$ cat src/hdl/ymr_pkg.sv
// Package for the YMODEM batch receiver: protocol characters, result kinds,
// phase encoding, result record type and the CRC-16 byte update function.
// No dependencies.
package ymr_pkg;

   localparam int SizeBits = 31;

   localparam logic [7:0] CH_SOH = 8'h01;
   localparam logic [7:0] CH_STX = 8'h02;
   localparam logic [7:0] CH_ACK = 8'h06;
   localparam logic [7:0] CH_NAK = 8'h15;
   localparam logic [7:0] CH_EOT = 8'h04;
   localparam logic [7:0] CH_C   = 8'h43;
   localparam logic [7:0] CH_CAN = 8'h18;

   localparam logic [1:0] OP_START = 2'd0;
   localparam logic [1:0] OP_BYTE  = 2'd1;
   localparam logic [1:0] OP_TICK  = 2'd2;

   localparam logic [2:0] K_TX      = 3'd0;
   localparam logic [2:0] K_NAME    = 3'd1;
   localparam logic [2:0] K_DATA    = 3'd2;
   localparam logic [2:0] K_HDR_OK  = 3'd3;
   localparam logic [2:0] K_PKT_OK  = 3'd4;
   localparam logic [2:0] K_SUCCESS = 3'd5;
   localparam logic [2:0] K_ERROR   = 3'd6;

   localparam logic [15:0] TIMEOUT_RESET = 16'd100;

   // header field tracker
   localparam logic [1:0] HF_NAME = 2'd0;
   localparam logic [1:0] HF_SIZE = 2'd1;
   localparam logic [1:0] HF_REST = 2'd2;

   typedef enum logic [7:0] {
      PH_IDLE       = 8'b0000_0001,
      PH_WAIT_START = 8'b0000_0010,
      PH_HDR        = 8'b0000_0100,
      PH_WAIT_BLOCK = 8'b0000_1000,
      PH_DATA       = 8'b0001_0000,
      PH_WAIT_EOT2  = 8'b0010_0000,
      PH_WAIT_LAST  = 8'b0100_0000,
      PH_LAST       = 8'b1000_0000
   } phase_type;

   typedef struct packed {
      logic [2:0]          kind;
      logic [7:0]          value;
      logic [SizeBits-1:0] file_size;
   } result_type;

   // group of up to four results for one transaction
   typedef struct packed {
      logic [2:0]     count;
      result_type [3:0] res;
   } batch_type;

   function automatic logic [15:0] crc16_byte(input logic [15:0] crc,
                                              input logic [7:0] b);
      logic [15:0] c;
      c = crc ^ {b, 8'h00};
      for (int i = 0; i < 8; i++)
         c = c[15] ? ((c << 1) ^ 16'h1021) : (c << 1);
      return c;
   endfunction

endpackage

$ cat src/hdl/ymr_core.sv
// Protocol state and one-pass result generation for the YMODEM receiver.
// Depends on ymr_pkg.
module ymr_core (
   input  logic              clock,
   input  logic              reset,
   input  logic              go,
   input  logic [1:0]        opcode,
   input  logic [7:0]        rx_byte,
   input  logic [15:0]       timeout_ticks,
   output ymr_pkg::batch_type batch
);
   import ymr_pkg::*;

   localparam logic [SizeBits-1:0] SizeMax = {SizeBits{1'b1}};

   phase_type           phase_ff, phase_in;
   logic [7:0]          seq_ff, seq_in;
   logic [10:0]         idx_ff, idx_in;
   logic                long_ff, long_in;
   logic [15:0]         crc_ff, crc_in;
   logic [7:0]          crch_ff, crch_in;
   logic [1:0]          hf_ff, hf_in;
   logic [SizeBits-1:0] sacc_ff, sacc_in;
   logic [SizeBits-1:0] rem_ff, rem_in;
   logic                unl_ff, unl_in;
   logic [16:0]         tmr_ff, tmr_in;
   logic                bad_ff, bad_in;

   logic [10:0]         len;
   logic [7:0]          exp_seq;
   logic [SizeBits+3:0] prod;
   logic [16:0]         limit, tmr_inc;
   logic                crc_ok;

   // results: push helper via index
   result_type          res [4];
   logic [2:0]          cnt;

   always_comb begin
      phase_in = phase_ff; seq_in = seq_ff; idx_in = idx_ff; long_in = long_ff;
      crc_in = crc_ff; crch_in = crch_ff; hf_in = hf_ff; sacc_in = sacc_ff;
      rem_in = rem_ff; unl_in = unl_ff; tmr_in = tmr_ff; bad_in = bad_ff;
      for (int i = 0; i < 4; i++) res[i] = '0;
      cnt = 3'd0;
      len = long_ff ? 11'd1024 : 11'd128;
      exp_seq = (phase_ff == PH_LAST) ? 8'd0 : seq_ff;
      prod = {4'd0, sacc_ff} * (SizeBits+4)'(10) + (SizeBits+4)'(rx_byte - 8'h30);
      crc_ok = ({crch_ff, rx_byte} == crc_ff);
      limit = (phase_ff == PH_HDR || phase_ff == PH_DATA || phase_ff == PH_LAST)
              ? {timeout_ticks, 1'b0} : {1'b0, timeout_ticks};
      tmr_inc = tmr_ff + 17'd1;

      if (go) begin
         case (opcode)
            OP_START: begin
               phase_in = PH_WAIT_START; seq_in = '0; idx_in = '0; long_in = 1'b0;
               crc_in = '0; crch_in = '0; hf_in = HF_NAME; sacc_in = '0;
               rem_in = '0; unl_in = 1'b0; tmr_in = '0; bad_in = 1'b0;
               res[0] = '{K_TX, CH_C, '0}; cnt = 3'd1;
            end
            OP_BYTE: begin
               case (phase_ff)
                  PH_WAIT_START, PH_WAIT_BLOCK, PH_WAIT_LAST: begin
                     if ((rx_byte == CH_SOH) ||
                         (rx_byte == CH_STX && phase_ff != PH_WAIT_LAST)) begin
                        phase_in = (phase_ff == PH_WAIT_START) ? PH_HDR :
                                   (phase_ff == PH_WAIT_BLOCK) ? PH_DATA : PH_LAST;
                        long_in = (rx_byte == CH_STX);
                        idx_in = '0; crc_in = '0; bad_in = 1'b0; tmr_in = '0;
                     end else if (rx_byte == CH_EOT && phase_ff == PH_WAIT_BLOCK) begin
                        res[0] = '{K_TX, CH_NAK, '0}; cnt = 3'd1;
                        phase_in = PH_WAIT_EOT2; tmr_in = '0;
                     end else begin
                        cnt = 3'd4;
                     end
                  end
                  PH_WAIT_EOT2: begin
                     if (rx_byte == CH_EOT) begin
                        res[0] = '{K_TX, CH_ACK, '0};
                        res[1] = '{K_TX, CH_C, '0}; cnt = 3'd2;
                        phase_in = PH_WAIT_LAST; tmr_in = '0;
                     end else cnt = 3'd4;
                  end
                  PH_HDR, PH_DATA, PH_LAST: begin
                     tmr_in = '0;
                     if (idx_ff == 11'd0) begin
                        if (rx_byte != exp_seq) bad_in = 1'b1;
                     end else if (idx_ff == 11'd1) begin
                        if (rx_byte != ~exp_seq) bad_in = 1'b1;
                     end else if (idx_ff < len + 11'd2) begin
                        crc_in = crc16_byte(crc_ff, rx_byte);
                        if (phase_ff == PH_HDR) begin
                           if (hf_ff == HF_NAME) begin
                              if (rx_byte == 8'd0) hf_in = HF_SIZE;
                              else if (!bad_ff) begin
                                 res[0] = '{K_NAME, rx_byte, '0}; cnt = 3'd1;
                              end
                           end else if (hf_ff == HF_SIZE) begin
                              if (rx_byte >= 8'h30 && rx_byte <= 8'h39)
                                 sacc_in = (prod > {4'd0, SizeMax}) ? SizeMax
                                           : prod[SizeBits-1:0];
                              else hf_in = HF_REST;
                           end
                        end else if (phase_ff == PH_DATA && !bad_ff) begin
                           if (unl_ff || rem_ff != '0) begin
                              res[0] = '{K_DATA, rx_byte, '0}; cnt = 3'd1;
                           end
                           if (!unl_ff && rem_ff != '0) rem_in = rem_ff - SizeBits'(1);
                        end
                     end else if (idx_ff == len + 11'd2) begin
                        crch_in = rx_byte;
                     end
                     if (idx_ff < len + 11'd3) begin
                        idx_in = idx_ff + 11'd1;
                     end else if (phase_ff == PH_LAST) begin
                        if (bad_ff) cnt = 3'd4;
                        else begin
                           res[0] = '{K_TX, CH_ACK, '0};
                           res[1] = '{K_SUCCESS, 8'd0, '0}; cnt = 3'd2;
                           phase_in = PH_IDLE;
                        end
                     end else if (bad_ff || !crc_ok) begin
                        cnt = 3'd4;
                     end else begin
                        if (phase_ff == PH_HDR) begin
                           unl_in = (sacc_ff == '0);
                           rem_in = sacc_ff;
                           res[0] = '{K_HDR_OK, 8'd0, sacc_ff};
                           res[1] = '{K_TX, CH_ACK, '0};
                           res[2] = '{K_TX, CH_C, '0}; cnt = 3'd3;
                        end else begin
                           res[0] = '{K_PKT_OK, 8'd0, '0};
                           res[1] = '{K_TX, CH_ACK, '0}; cnt = 3'd2;
                        end
                        seq_in = seq_ff + 8'd1;
                        phase_in = PH_WAIT_BLOCK;
                     end
                  end
                  default: ;
               endcase
            end
            OP_TICK: begin
               if (phase_ff != PH_IDLE) begin
                  tmr_in = tmr_inc;
                  if (tmr_inc >= limit) begin
                     if (phase_ff == PH_WAIT_START) begin
                        res[0] = '{K_TX, CH_C, '0}; cnt = 3'd1; tmr_in = '0;
                     end else cnt = 3'd4;
                  end
               end
            end
            default: ;
         endcase
         // failure: three CANs then error, back to idle
         if (cnt == 3'd4) begin
            res[0] = '{K_TX, CH_CAN, '0};
            res[1] = '{K_TX, CH_CAN, '0};
            res[2] = '{K_TX, CH_CAN, '0};
            res[3] = '{K_ERROR, 8'd0, '0};
            phase_in = PH_IDLE; tmr_in = '0;
         end
      end
      batch.count = cnt;
      for (int i = 0; i < 4; i++) batch.res[i] = res[i];
   end

   always_ff @(posedge clock) begin
      if (reset) begin
         phase_ff <= PH_IDLE; seq_ff <= '0; idx_ff <= '0; long_ff <= 1'b0;
         crc_ff <= '0; crch_ff <= '0; hf_ff <= HF_NAME; sacc_ff <= '0;
         rem_ff <= '0; unl_ff <= 1'b0; tmr_ff <= '0; bad_ff <= 1'b0;
      end else begin
         phase_ff <= phase_in; seq_ff <= seq_in; idx_ff <= idx_in; long_ff <= long_in;
         crc_ff <= crc_in; crch_ff <= crch_in; hf_ff <= hf_in; sacc_ff <= sacc_in;
         rem_ff <= rem_in; unl_ff <= unl_in; tmr_ff <= tmr_in; bad_ff <= bad_in;
      end
   end

   // a failure always drops back to idle
   assert property (@(posedge clock) disable iff (reset)
      go && batch.count == 3'd4 |=> phase_ff == PH_IDLE)
      else $error("failure did not return to idle");
   // byte index never passes the end of a long packet
   assert property (@(posedge clock) disable iff (reset) idx_ff <= 11'd1027)
      else $error("byte index out of range");
   // nothing is produced without a transaction
   assert property (@(posedge clock) disable iff (reset)
      !go |-> batch.count == 3'd0)
      else $error("results without a transaction");
endmodule

$ cat src/hdl/ymr_out.sv
// Result queue: holds the batch of one transaction and hands out its results
// one per transaction on the rsp channel, taking the next batch as the last goes.
// Depends on ymr_pkg.
module ymr_out (
   input  logic                         clock,
   input  logic                         reset,
   input  ymr_pkg::batch_type           batch,
   input  logic                         load,
   output logic                         busy,
   output logic                         rsp_valid,
   input  logic                         rsp_ready,
   output logic [2:0]                   rsp_kind,
   output logic [7:0]                   rsp_value,
   output logic [ymr_pkg::SizeBits-1:0] rsp_file_size,
   output logic                         rsp_last
);
   import ymr_pkg::*;

   batch_type   buf_ff, buf_in;
   logic [2:0]  pos_ff, pos_in;
   logic        take;

   assign busy      = (buf_ff.count != 3'd0) && !(take && rsp_last);
   assign rsp_valid = (buf_ff.count != 3'd0);
   assign rsp_kind      = buf_ff.res[pos_ff[1:0]].kind;
   assign rsp_value     = buf_ff.res[pos_ff[1:0]].value;
   assign rsp_file_size = buf_ff.res[pos_ff[1:0]].file_size;
   assign rsp_last      = (pos_ff + 3'd1 == buf_ff.count);
   assign take = rsp_valid && rsp_ready;

   // advance within the batch, reload on the final result
   always_comb begin
      buf_in = buf_ff;
      pos_in = pos_ff;
      if (take) begin
         pos_in = pos_ff + 3'd1;
         if (rsp_last) begin
            buf_in.count = 3'd0;
            pos_in = '0;
         end
      end
      if (load) begin
         buf_in = batch;
         pos_in = '0;
      end
   end

   always_ff @(posedge clock) begin
      if (reset) begin
         buf_ff.count <= '0;
         pos_ff <= '0;
      end else begin
         buf_ff.count <= buf_in.count;
         pos_ff <= pos_in;
      end
      buf_ff.res <= buf_in.res;
   end

   assert property (@(posedge clock) disable iff (reset)
      rsp_valid |-> pos_ff < buf_ff.count)
      else $error("result position past batch");
   assert property (@(posedge clock) disable iff (reset)
      load |-> !rsp_valid || (take && rsp_last))
      else $error("batch overwritten");
   assert property (@(posedge clock) disable iff (reset)
      load && batch.count != 3'd0 |=> rsp_valid && pos_ff == 3'd0)
      else $error("loaded batch not shown");
endmodule

$ cat src/hdl/ymodem_batch_receiver.sv
// YMODEM (CRC-16) single-file receiver. Each req transaction (start, received
// byte or timer tick) is processed in the cycle it is accepted and yields zero
// to four rsp transactions, the final one flagged by rsp_last. req_ready is
// high whenever the result register is empty or its final result is taken that
// cycle, so with rsp_ready held high an item that yields at most one result is
// taken every cycle; one yielding more holds off the next until its last goes. csr_wr_en
// loads the timeout (reset 100 ticks) and is only to be used while idle.
// Depends on ymr_pkg, ymr_core and ymr_out.
module ymodem_batch_receiver (
   input  logic                         clock,
   input  logic                         reset,
   input  logic                         req_valid,
   output logic                         req_ready,
   input  logic [1:0]                   req_opcode,
   input  logic [7:0]                   req_rx_byte,
   output logic                         rsp_valid,
   input  logic                         rsp_ready,
   output logic [2:0]                   rsp_kind,
   output logic [7:0]                   rsp_value,
   output logic [ymr_pkg::SizeBits-1:0] rsp_file_size,
   output logic                         rsp_last,
   input  logic                         csr_wr_en,
   input  logic [15:0]                  csr_wr_data
);
   import ymr_pkg::*;

   logic [15:0] timeout_ff;
   logic        go, busy;
   batch_type   batch;

   assign req_ready = !busy;
   assign go = req_valid && req_ready;

   // timeout register
   always_ff @(posedge clock) begin
      if (reset) timeout_ff <= TIMEOUT_RESET;
      else if (csr_wr_en) timeout_ff <= csr_wr_data;
   end

   ymr_core u_core (
      .clock, .reset, .go, .opcode(req_opcode), .rx_byte(req_rx_byte),
      .timeout_ticks(timeout_ff), .batch
   );

   ymr_out u_out (
      .clock, .reset, .batch, .load(go), .busy,
      .rsp_valid, .rsp_ready, .rsp_kind, .rsp_value, .rsp_file_size, .rsp_last
   );
endmodule
$ cat config.mk
export PLATFORM = sky130hd
export DESIGN_NAME = ymodem_batch_receiver
export DESIGN_NICKNAME = d
export VERILOG_FILES = /design/src/hdl/ymr_pkg.sv /design/src/hdl/ymr_core.sv /design/src/hdl/ymr_out.sv /design/src/hdl/ymodem_batch_receiver.sv
export SDC_FILE = /design/constraint.sdc
export NUM_CORES = 1
export LEC_CHECK = 0
export ABC_AREA = 1
export BUFFER_PORTS_ARGS = -buffer_cell sky130_fd_sc_hd__buf_4
export CAP_MARGIN = 10
export CORE_AREA = 3 3 142 282
export CTS_BUF_LIST = sky130_fd_sc_hd__clkbuf_4 sky130_fd_sc_hd__clkbuf_8 sky130_fd_sc_hd__clkbuf_16
export DETAILED_ROUTE_END_ITERATION = 8
export DIE_AREA = 0 0 145 285
export HOLD_SLACK_MARGIN = 0.1
export SYNTH_ARGS = -nofsm -noshare
export SYNTH_HDL_FRONTEND = slang
export SYNTH_SLANG_ARGS = --single-unit
$ cat constraint.sdc
create_clock -name clock -period 5.2 [get_ports clock]
set_input_delay 1.04 -clock clock [delete_from_list [all_inputs] [get_ports clock]]
set_output_delay 1.04 -clock clock [all_outputs]
set_load 0.02 [all_outputs]
==> results by group, run 1 <==
Run status
  – Status: completed

Critical path
  – CP top delay family: simple AND/OR/NAND/NOR gates
  – Critical setup path kind: flip-flop to flip-flop
  – Crit end category: flip-flop
  – CP cell instances: ha_1, ha_1, nand2_1, nor4_2, buf_4, nand4_1, nand3_1, xor2_1, ha_1, a21oi_1, a21boi_0, o21ai_1, a21oi_1, nand3_1, nand2_1, buf_12, nand4_1, nand2_1, a21oi_1
  – CP bufs+invs: 2
  – R2R Path Start: u_core.sacc_ff[20]$_SDFFE_PP0P_
  – Worst reg-to-reg path cell count: 19
  – Slowest cell delay on critical path: 470 ps
  – Crit-path max FO: 31
  – Worst reg2reg setup slack: 380 ps
  – CP required: 5570 ps
  – Worst reg2reg path endpoint: u_core.sacc_ff[22]$_SDFFE_PP0P_
  – Worst setup SP type: flip-flop
  – CP startpoint: u_core.sacc_ff[20]$_SDFFE_PP0P_
  – CP max-delay cell: dfxtp_1
  – Arr. time, crit path: 5190 ps

Clock network
  – Hold_buf cts: 0
  – H-Tree Depth: 1
  – Post-CTS Setup Bufs: 0
  – CTS buffer count: 21
  – Post-CTS Resized: 0
  – Total clock sinks: 206
  – CTS clk-pin slew, worst paths: 70 ps
  – CTS tree: built
  – Root buffer cell: clkbuf_16
  – Clk_lat worst skew: 520 ps
  – CTS max path bufs: 3

Synthesis
  – Async set or reset register ratio after synthesis: 0
  – Post-Synthesis Cells: 2571
  – Synth cell types: 59
  – Yosys warns: 0
  – Avg Cell Area, Syn: 6.623 um2
  – Sequential area share after synthesis: 0.2710
  – Mapped cell area: 17030 um2
  – Flops & latches, synth: 206
  – Most used DFF post-synth: dfxtp_1
  – Post-synth EDFFs: 49
  – Syn nets: 2727

Floorplanning
  – Initial core utilization: 0.4477
  – Die ar.: 41330 um2
  – Core footprint: 38040 um2
  – Die Y: 285 um
  – Die Wd: 145 um
  – FP Rows: 101
  – Io pins: 76

Routing
  – Detailed Route Iter0 Violations: 906
  – Final ANT Viol Nets: 0
  – Wirelength per Cell: 18.43 um
  – DR vias/cell: 5.453
  – DRC: 0
  – Pre-antenna DRT Iters: 7
  – Vias: 17150
  – WL final: 57980 um

Global routing
  – Total track usage: 0.2715
  – Initial antenna violation count: 0
  – Largest net degree at the start of global routing: 60
  – Global-route wire length before repair: 90510 um
  – GRT overflow: 0
  – Vias in the first global route: 17150

Cells and area
  – Filler Cells Inserted: 3970
  – Ant. Diodes: 0
  – Area of the multi-input gates: 10990 um2
  – Most frequent cells in the layout: nand2_1, nor2_1, inv_1
  – Sequential Area: 4617 um2
  – Most common cell after layout, fill and taps aside: nand2_1
  – Area growth, synth to finish: 10.61%
  – Post-layout instance area: 18840 um2
  – Share of cells above drive strength 1: 0.09696
  – Nets: 2773

Placed design
  – Routability cong.: 0.9583
  – Port Buffer Count: 75
  – Pre-CTS setup slack: 205.2 ps
  – Area of placed instances: 18090 um2
  – Hpwl dp: 46240 um

Hold path
  – WHS Path Cells: 2
  – Hold Crit Start: u_core.crch_ff[5]$_SDFFE_PP0P_
  – Hold Crit Class: flip-flop to flip-flop
  – Hold Path Sink: u_core.crch_ff[5]$_SDFFE_PP0P_

Pwr
  – Pwr Density: 239.3 nW/um2
  – Max VDD drop: 0.0001578 V
  – Pleak: 8.713 nW

Timing
  – Final critical-path share of the clock period: 0.9275
  – RSZ-0062 raised after global routing: false
  – PnR worst setup slack: 376.9 ps
  – Skew final: 12.22 ps
  – Slew margin rel.: 0.3959
  – Least-Margin Pin Slew: 906.2 ps
  – Fin crit period: 4823 ps
  – Final Hold Fails: 0
  – Final hold slack: 481.5 ps
  – Slew Viols, Final: 0
  – Max frequency: 207.3 MHz
  – Endpoints failing setup: 0
  – Fin Setup TNS: 0 ps

Run
  – Max Cap Viol: 0
[metrics by stage]
stage | cells | util | power, mW
after floorplan | 2571 | - | 2.563
final | 3145 | 0.4952 | 4.507
after global routing | 3145 | 0.4952 | 4.703
after detailed placement | 3109 | 0.4757 | 2.905
after global placement | 3109 | 0.4757 | 2.891
after CTS | 3145 | 0.4943 | 4.521
[synth_stat cells (5+ instances only)]
cell	count	area [um2]
nand2_1	647	2429
nor2_1	320	1201
inv_1	258	968.4
a21oi_1	189	945.9
nand3_1	165	825.8
dfxtp_1	157	3143
o21ai_0	125	625.6
ha_1	123	1539
nand4_1	86	538.0
xor2_1	55	481.7
xnor2_1	53	464.2
edfxtp_1	49	1471
clkbuf_1	46	172.7
nor2_4	35	394.1
nor3_1	33	165.2
buf_2	23	115.1
inv_2	21	78.83
o211ai_1	21	157.7
nand2_2	13	81.33
o21bai_1	13	97.59
nor2_2	12	75.07
nor4_1	12	75.07
a211oi_1	11	82.58
nand3b_1	10	75.07
a21o_1	9	67.56
a31oi_1	8	50.05
o21ai_1	7	35.03
a21boi_0	6	45.04
nand2_4	5	56.30
nand3_2	5	50.05
[metal layers]
metal	share of wire	track usage	vias to the layer above
li1	-	-	8575
met1	0.34	0.2501	8000
met2	0.56	0.5578	402
met3	0.027	0.02067	172
met4	0.071	0.1731	0
met5	0	0	-
[worst max-delay path by stage]
stage	slack [ps]	endpoint	depth (start not counted)
5_1_grt	30	u_core.sacc_ff[15]$_SDFFE_PP0P_	25
6_report	380	u_core.sacc_ff[22]$_SDFFE_PP0P_	19
4_1_cts	180	u_core.sacc_ff[22]$_SDFFE_PP0P_	25
3_5_place_dp	210	u_core.sacc_ff[22]$_SDFFE_PP0P_	25
3_3_place_gp	210	u_core.sacc_ff[30]$_SDFFE_PP0P_	25
2_1_floorplan	830	u_core.sacc_ff[11]$_SDFFE_PP0P_	16
[registers in the layout (all words and copies together) (netlist names)]
register         flops
u_core.crch_ff       8
u_out.pos_ff         3
u_core.idx_ff       11
u_core.sacc_ff      31
u_core.crc_ff       16
u_core.long_ff       1
u_core.rem_ff       31
u_core.tmr_ff       17
u_core.bad_ff        1
u_core.unl_ff        1
timeout_ff          16
u_core.seq_ff        8
u_core.hf_ff         2
u_core.phase_ff      8
u_out.buf_ff        52
[logic make-up after synthesis]
| family | after synthesis | share of synthesized area |
|---|---|---|
| XOR/XNOR | 108 | 0.05555 |
| multiplexers | 2 | 0.001176 |
| AND/OR/NAND/NOR | 1358 | 0.3596 |
| AO/OA/AOI/OAI | 409 | 0.1341 |
| flip-flops | 206 | 0.2710 |
| buffers and inverters | 363 | 0.08589 |
| adder cells (fa/ha/maj) | 125 | 0.09273 |
[power by group]
group	leakage (nW)	switching [mW]	internal [mW]
clock	0.349	0.693	0.936
combinational	6.59	0.720	0.365
sequential	1.78	0.0685	1.72
[worst register-to-register path: cells and delay by family, from the launching register on]
kind                       cells  cell delay, ps
AOI/OAI and AO/OA              5            1160
and+or+nand+nor                8            1440
xor gates and xnor gates       1             250
buffers and inverters          2             390
adders and majority gates      3             950
DFF                            1             470
[area by class of cell]
cell class                 instances  share of cell area
clock buffer                      26             0.03056
clock inverter                    10            0.007041
inverter                         282             0.05620
multi-input combinational       2002              0.5834
sequential                       206              0.2451
tap                              515             0.03421
timing repair buffer             104             0.04344
Power figures use the tool's default switching activity.
==> run 2, diff against run 1 <==
Settings changed: CORE_AREA 3 3 142 282 to 3 3 150 298, DIE_AREA 0 0 145 285 to 0 0 153 301.
==> results by group, run 2 (synthesis results as in run 1) <==
Clock network
  – Clk_lat worst skew: 530 ps
  – CTS clk-pin slew, worst paths: 70 ps
  – CTS max path bufs: 3
  – Total clock sinks: 206
  – Hold_buf cts: 0
  – CTS tree: built
  – Root buffer cell: clkbuf_16
  – CTS buffer count: 21
  – H-Tree Depth: 1

Routing
  – Vias: 17220
  – Detailed Route Iter0 Violations: 885
  – Final ANT Viol Nets: 0
  – DRC: 0
  – DR vias/cell: 5.430
  – WL final: 58880 um
  – Pre-antenna DRT Iters: 6
  – Wirelength per Cell: 18.57 um

Placed design
  – Port Buffer Count: 75
  – DP Cell Count: 3133
  – Routability cong.: 0.9558
  – Hpwl dp: 47280 um

Timing
  – Final Hold Fails: 0
  – Final critical-path share of the clock period: 0.9386
  – Least-Margin Pin Slew: 912.2 ps
  – Fin crit period: 4881 ps
  – RSZ-0062 raised after global routing: false
  – Fin Setup TNS: 0 ps
  – Slew margin rel.: 0.3919
  – Skew final: 23.94 ps
  – Endpoints failing setup: 0
  – Slew Viols, Final: 0
  – Max frequency: 204.9 MHz

Critical path
  – Worst setup SP type: flip-flop
  – Arr. time, crit path: 5250 ps
  – Critical setup path kind: flip-flop to flip-flop
  – Worst reg2reg path endpoint: u_core.sacc_ff[12]$_SDFFE_PP0P_
  – Crit path to: u_core.sacc_ff[12]$_SDFFE_PP0P_
  – Worst reg-to-reg path cell count: 22
  – Crit-path max FO: 31
  – CP startpoint: u_core.sacc_ff[16]$_SDFFE_PP0P_
  – Worst reg2reg setup slack: 320 ps
  – CP required: 5570 ps
  – Crit end category: flip-flop
  – R2R Path Start: u_core.sacc_ff[16]$_SDFFE_PP0P_

Cells and area
  – Most common cell after layout, fill and taps aside: nand2_1
  – Largest Register: u_out.buf_ff
  – Number of flip-flops in the largest register: 52
  – Ant. Diodes: 0
  – Post-Layout Cell Count: 3171
  – Share of cells above drive strength 1: 0.09444
  – Top Registers: u_out.buf_ff x52, u_core.rem_ff x31, u_core.sacc_ff x31
  – Nets: 2767
  – Area growth, synth to finish: 10.65%
  – Most frequent cells in the layout: nand2_1, nor2_1, inv_1
  – Filler Cells Inserted: 4480

Floorplanning
  – Io pins: 76
  – FP Rows: 107
  – Initial core utilization: 0.3987
  – Die Wd: 153 um
  – Die ar.: 46050 um2
  – Die Y: 301 um
  – Core footprint: 42710 um2

Global routing
  – Vias in the first global route: 17500
  – Total track usage: 0.2487
  – GRT overflow: 0
  – Largest net degree at the start of global routing: 58
  – Initial antenna violation count: 0
  – Global-route wire length before repair: 91450 um

Run status
  – Status: completed

Run
  – Max Cap Viol: 0

Pwr
  – Pwr Density: 242.2 nW/um2
  – Max VDD drop: 0.0001669 V
  – Pleak: 8.691 nW

Hold path
  – Hold Crit Class: flip-flop to flip-flop
[run 2: area by class of cell]
type                    count  area [um2]  share of cell area
multi-input cells        2002       10970              0.5821
flip-flops and latches    206        4614              0.2449
inverters                 282        1059             0.05618
repair buffers             98       773.2             0.04104
well taps                 545       681.9             0.03619
clock buffers              25       568.0             0.03015
clock inverters            13       178.9            0.009495
[run 2: stage by stage]
stage,power [mW],setup slack [ps],utilization,instance area [um2],hold slack [ps]
after CTS,4.611,136.6,0.4410,18830,480.9
after global placement,2.897,315.2,0.4235,18090,464.6
after global routing,4.787,33.00,0.4412,18840,508.0
after floorplan,2.563,832.7,-,17030,440.2
after detailed placement,2.913,160.2,0.4235,18090,470.8
final,4.564,319.1,0.4412,18840,482.1
[run 2: critical path: stages (launching register included)]
cell	delay [ps]
dfxtp_1	430
ha_1	270
ha_1	370
a21oi_1	230
o21ai_0	170
a211oi_1	380
nand3_1	300
nand4_1	150
nand3_1	90
xor2_1	160
ha_1	440
nand2_1	140
nor2_1	120
inv_1	140
nor4_1	350
nand3_1	210
nand2_1	100
nand2_1	50
nand2_1	120
buf_12	200
nand4_1	120
nand2_1	80
a21oi_1	70
[run 2: power by group]
part | internal, mW | switching, mW
clock | 0.987 | 0.695
combinational | 0.363 | 0.725
sequential | 1.72 | 0.0701
total | 3.07 | 1.49
[run 2: repair_timing]
| action | in CTS | in global routing |
|---|---|---|
| endpoints found under the setup margin | 0 | 31 |
| setup buffers | 0 | 0 |
| gates resized for setup | 0 | 3 |
[run 2: layer usage]
| metal | share of wire | up-vias | GRT usage |
|---|---|---|---|
| met1 | 0.33 | 7999 | 0.2220 |
| met2 | 0.55 | 436 | 0.4984 |
| met4 | 0.093 | 0 | 0.1973 |
| met3 | 0.027 | 210 | 0.01927 |
| li1 | - | 8575 | - |
| met5 | 0 | - | 0 |
[run 2: how the worst min path moves through the flow]
stage                                    from                        endpoint  slack, ps  cells after the start
6_report       u_core.crch_ff[2]$_SDFFE_PP0P_  u_core.crch_ff[2]$_SDFFE_PP0P_        480                      2
3_3_place_gp   u_core.crch_ff[5]$_SDFFE_PP0P_  u_core.crch_ff[5]$_SDFFE_PP0P_        460                      2
3_5_place_dp   u_core.crch_ff[4]$_SDFFE_PP0P_  u_core.crch_ff[4]$_SDFFE_PP0P_        470                      2
5_1_grt        u_core.rem_ff[29]$_SDFFE_PP0P_  u_core.rem_ff[29]$_SDFFE_PP0P_        510                      2
2_1_floorplan      timeout_ff[5]$_SDFFE_PP1P_      timeout_ff[5]$_SDFFE_PP1P_        440                      2
4_1_cts        u_core.crch_ff[4]$_SDFFE_PP0P_  u_core.crch_ff[4]$_SDFFE_PP0P_        480                      2
==> run 3, diff against run 2 <==
Clock period 5.2 ns to 6.3 ns, I/O delays scaled along.
==> results by group, run 3 (synthesis results as in run 1) <==
Run status
  – Status: completed

Global routing
  – Total track usage: 0.2477
  – GRT overflow: 0
  – Largest net degree at the start of global routing: 58
  – Vias in the first global route: 17050
  – Global-route wire length before repair: 90650 um
  – Initial antenna violation count: 0

Clock network
  – Total clock sinks: 206
  – H-Tree Depth: 1
  – CTS tree: built
  – Post-CTS Resized: 0
  – Post-CTS Setup Bufs: 0
  – CTS buffer count: 22
  – Clk_lat worst skew: 530 ps
  – CTS clk-pin slew, worst paths: 60 ps
  – CTS max path bufs: 3
  – Root buffer cell: clkbuf_16
  – Hold_buf cts: 0

Critical path
  – CP max-delay cell: nor4_1
  – Slowest cell delay on critical path: 750 ps
  – CP required: 6670 ps
  – Arr. time, crit path: 5630 ps
  – CP cell instances: ha_1, ha_1, nand2_1, nor4_1, nand4_1, nand3_1, xor2_1, ha_1, a21oi_1, a21boi_0, o21ai_0, a21oi_1, nand3_1, nand2_1, buf_4, nand4_1, nand2_1, a21oi_1
  – Critical setup path kind: flip-flop to flip-flop
  – Worst setup SP type: flip-flop
  – CP top delay family: simple AND/OR/NAND/NOR gates
  – Crit end category: flip-flop
  – CP bufs+invs: 1
  – Crit-path max FO: 31

Timing
  – Least-Margin Pin Slew: 898.6 ps
  – Fin crit period: 5252 ps
  – Skew final: 17.27 ps
  – Max frequency: 190.4 MHz
  – Slew margin rel.: 0.4009
  – Final Hold Fails: 0
  – Slew Viols, Final: 0
  – Endpoints failing setup: 0
  – Final critical-path share of the clock period: 0.8336
  – Fin Setup TNS: 0 ps
  – RSZ-0062 raised after global routing: false

Routing
  – Final ANT Viol Nets: 0
  – Detailed Route Iter0 Violations: 939
  – Wirelength per Cell: 18.67 um
  – WL final: 59070 um
  – DRC: 0
  – DR vias/cell: 5.402
  – Vias: 17090
  – Pre-antenna DRT Iters: 5

Placed design
  – Hpwl dp: 47430 um
  – DP Cell Count: 3124
  – Port Buffer Count: 75
  – Routability cong.: 0.9694

Pwr
  – Switching pwr: 1.235 mW
  – Internal cell power: 2.459 mW
  – Pwr Density: 197.4 nW/um2
  – Flop pwr share: 0.401
  – Combinational fraction of design power: 0.243
  – Pleak: 8.609 nW
  – Sw frac: 0.3344
  – Clk network pwr share: 0.356
  – Max VDD drop: 0.0001556 V
  – Overall Power: 3.694 mW

Floorplanning
  – Die ar.: 46050 um2
  – Initial core utilization: 0.3987
  – Core footprint: 42710 um2
  – Die Wd: 153 um
  – Io pins: 76
  – Die Y: 301 um
  – FP Rows: 107

Cells and area
  – Ant. Diodes: 0
  – Largest Register: u_out.buf_ff
  – Post-Layout Cell Count: 3163
  – Most common cell after layout, fill and taps aside: nand2_1
  – Most frequent cells in the layout: nand2_1, nor2_1, inv_1
  – Nets: 2759
  – Share of cells above drive strength 1: 0.09091
  – Area growth, synth to finish: 9.860%
  – Top Registers: u_out.buf_ff x52, u_core.rem_ff x31, u_core.sacc_ff x31
  – Number of flip-flops in the largest register: 52

Hold path
  – Hold Crit Class: flip-flop to flip-flop

Run
  – Max Cap Viol: 0
==> run 3: worst register-to-register path: stages, from the launching register on <==
cell and delay [ps]:
dfxtp_1 470, ha_1 290, ha_1 370, nand2_1 130, nor4_1 750, nand4_1 350, nand3_1 300, xor2_1 260
ha_1 320, a21oi_1 230, a21boi_0 320, o21ai_0 250, a21oi_1 220, nand3_1 100, nand2_1 80, buf_4 350
nand4_1 170, nand2_1 90, a21oi_1 70
==> run 3: per-stage QoR <==
step	instance area, um2	setup slack (ps)	hold WS (ps)	util
5_1_grt	18710	476.1	506.9	0.4381
3_3_place_gp	17980	1267	464.8	0.4211
4_1_cts	18710	1109	481.1	0.4381
6_report	18710	1048	480.1	0.4381
2_1_floorplan	17030	1713	440.2	-
3_5_place_dp	17980	1148	470.7	0.4211
==> run 3: metal layers <==
metal	vias to the layer above	wire (um)	global-route usage
met1	7894	19260	0.2204
met5	-	0	0
li1	8565	-	-
met2	443	33170	0.5081
met3	185	1792	0.01855
met4	0	4845	0.1756
==> run 3: worst paths after layout <==
path	start	endpoint	slack, ps	cells past startpoint
worst max register to register	u_core.sacc_ff[20]$_SDFFE_PP0P_	u_core.sacc_ff[15]$_SDFFE_PP0P_	1050	18
worst min-delay path	u_core.crch_ff[5]$_SDFFE_PP0P_	u_core.crch_ff[5]$_SDFFE_PP0P_	480	2
worst max-delay path	u_core.sacc_ff[20]$_SDFFE_PP0P_	u_core.sacc_ff[15]$_SDFFE_PP0P_	1050	18
worst min register to register	u_core.crch_ff[5]$_SDFFE_PP0P_	u_core.crch_ff[5]$_SDFFE_PP0P_	480	2
==> run 3: power by group through the flow <==
stage	Combinational [mW]	Clock, mW	Sequential, mW
after floorplan	0.627	0	1.49
after global placement	0.884	0	1.51
after detailed placement	0.892	0	1.51
after CTS	0.895	1.35	1.48
after global routing	0.993	1.38	1.49
final	0.896	1.32	1.48
==> run 3: cell type report <==
class | count | area [um2]
clock inverters | 8 | 58.81
fillers | 4469 | 24000
clock buffers | 31 | 666.9
flip-flops and latches | 206 | 4614
repair buffers | 89 | 668.1
inverters | 282 | 1059
multi-input cells | 2002 | 10960
well taps | 545 | 681.9
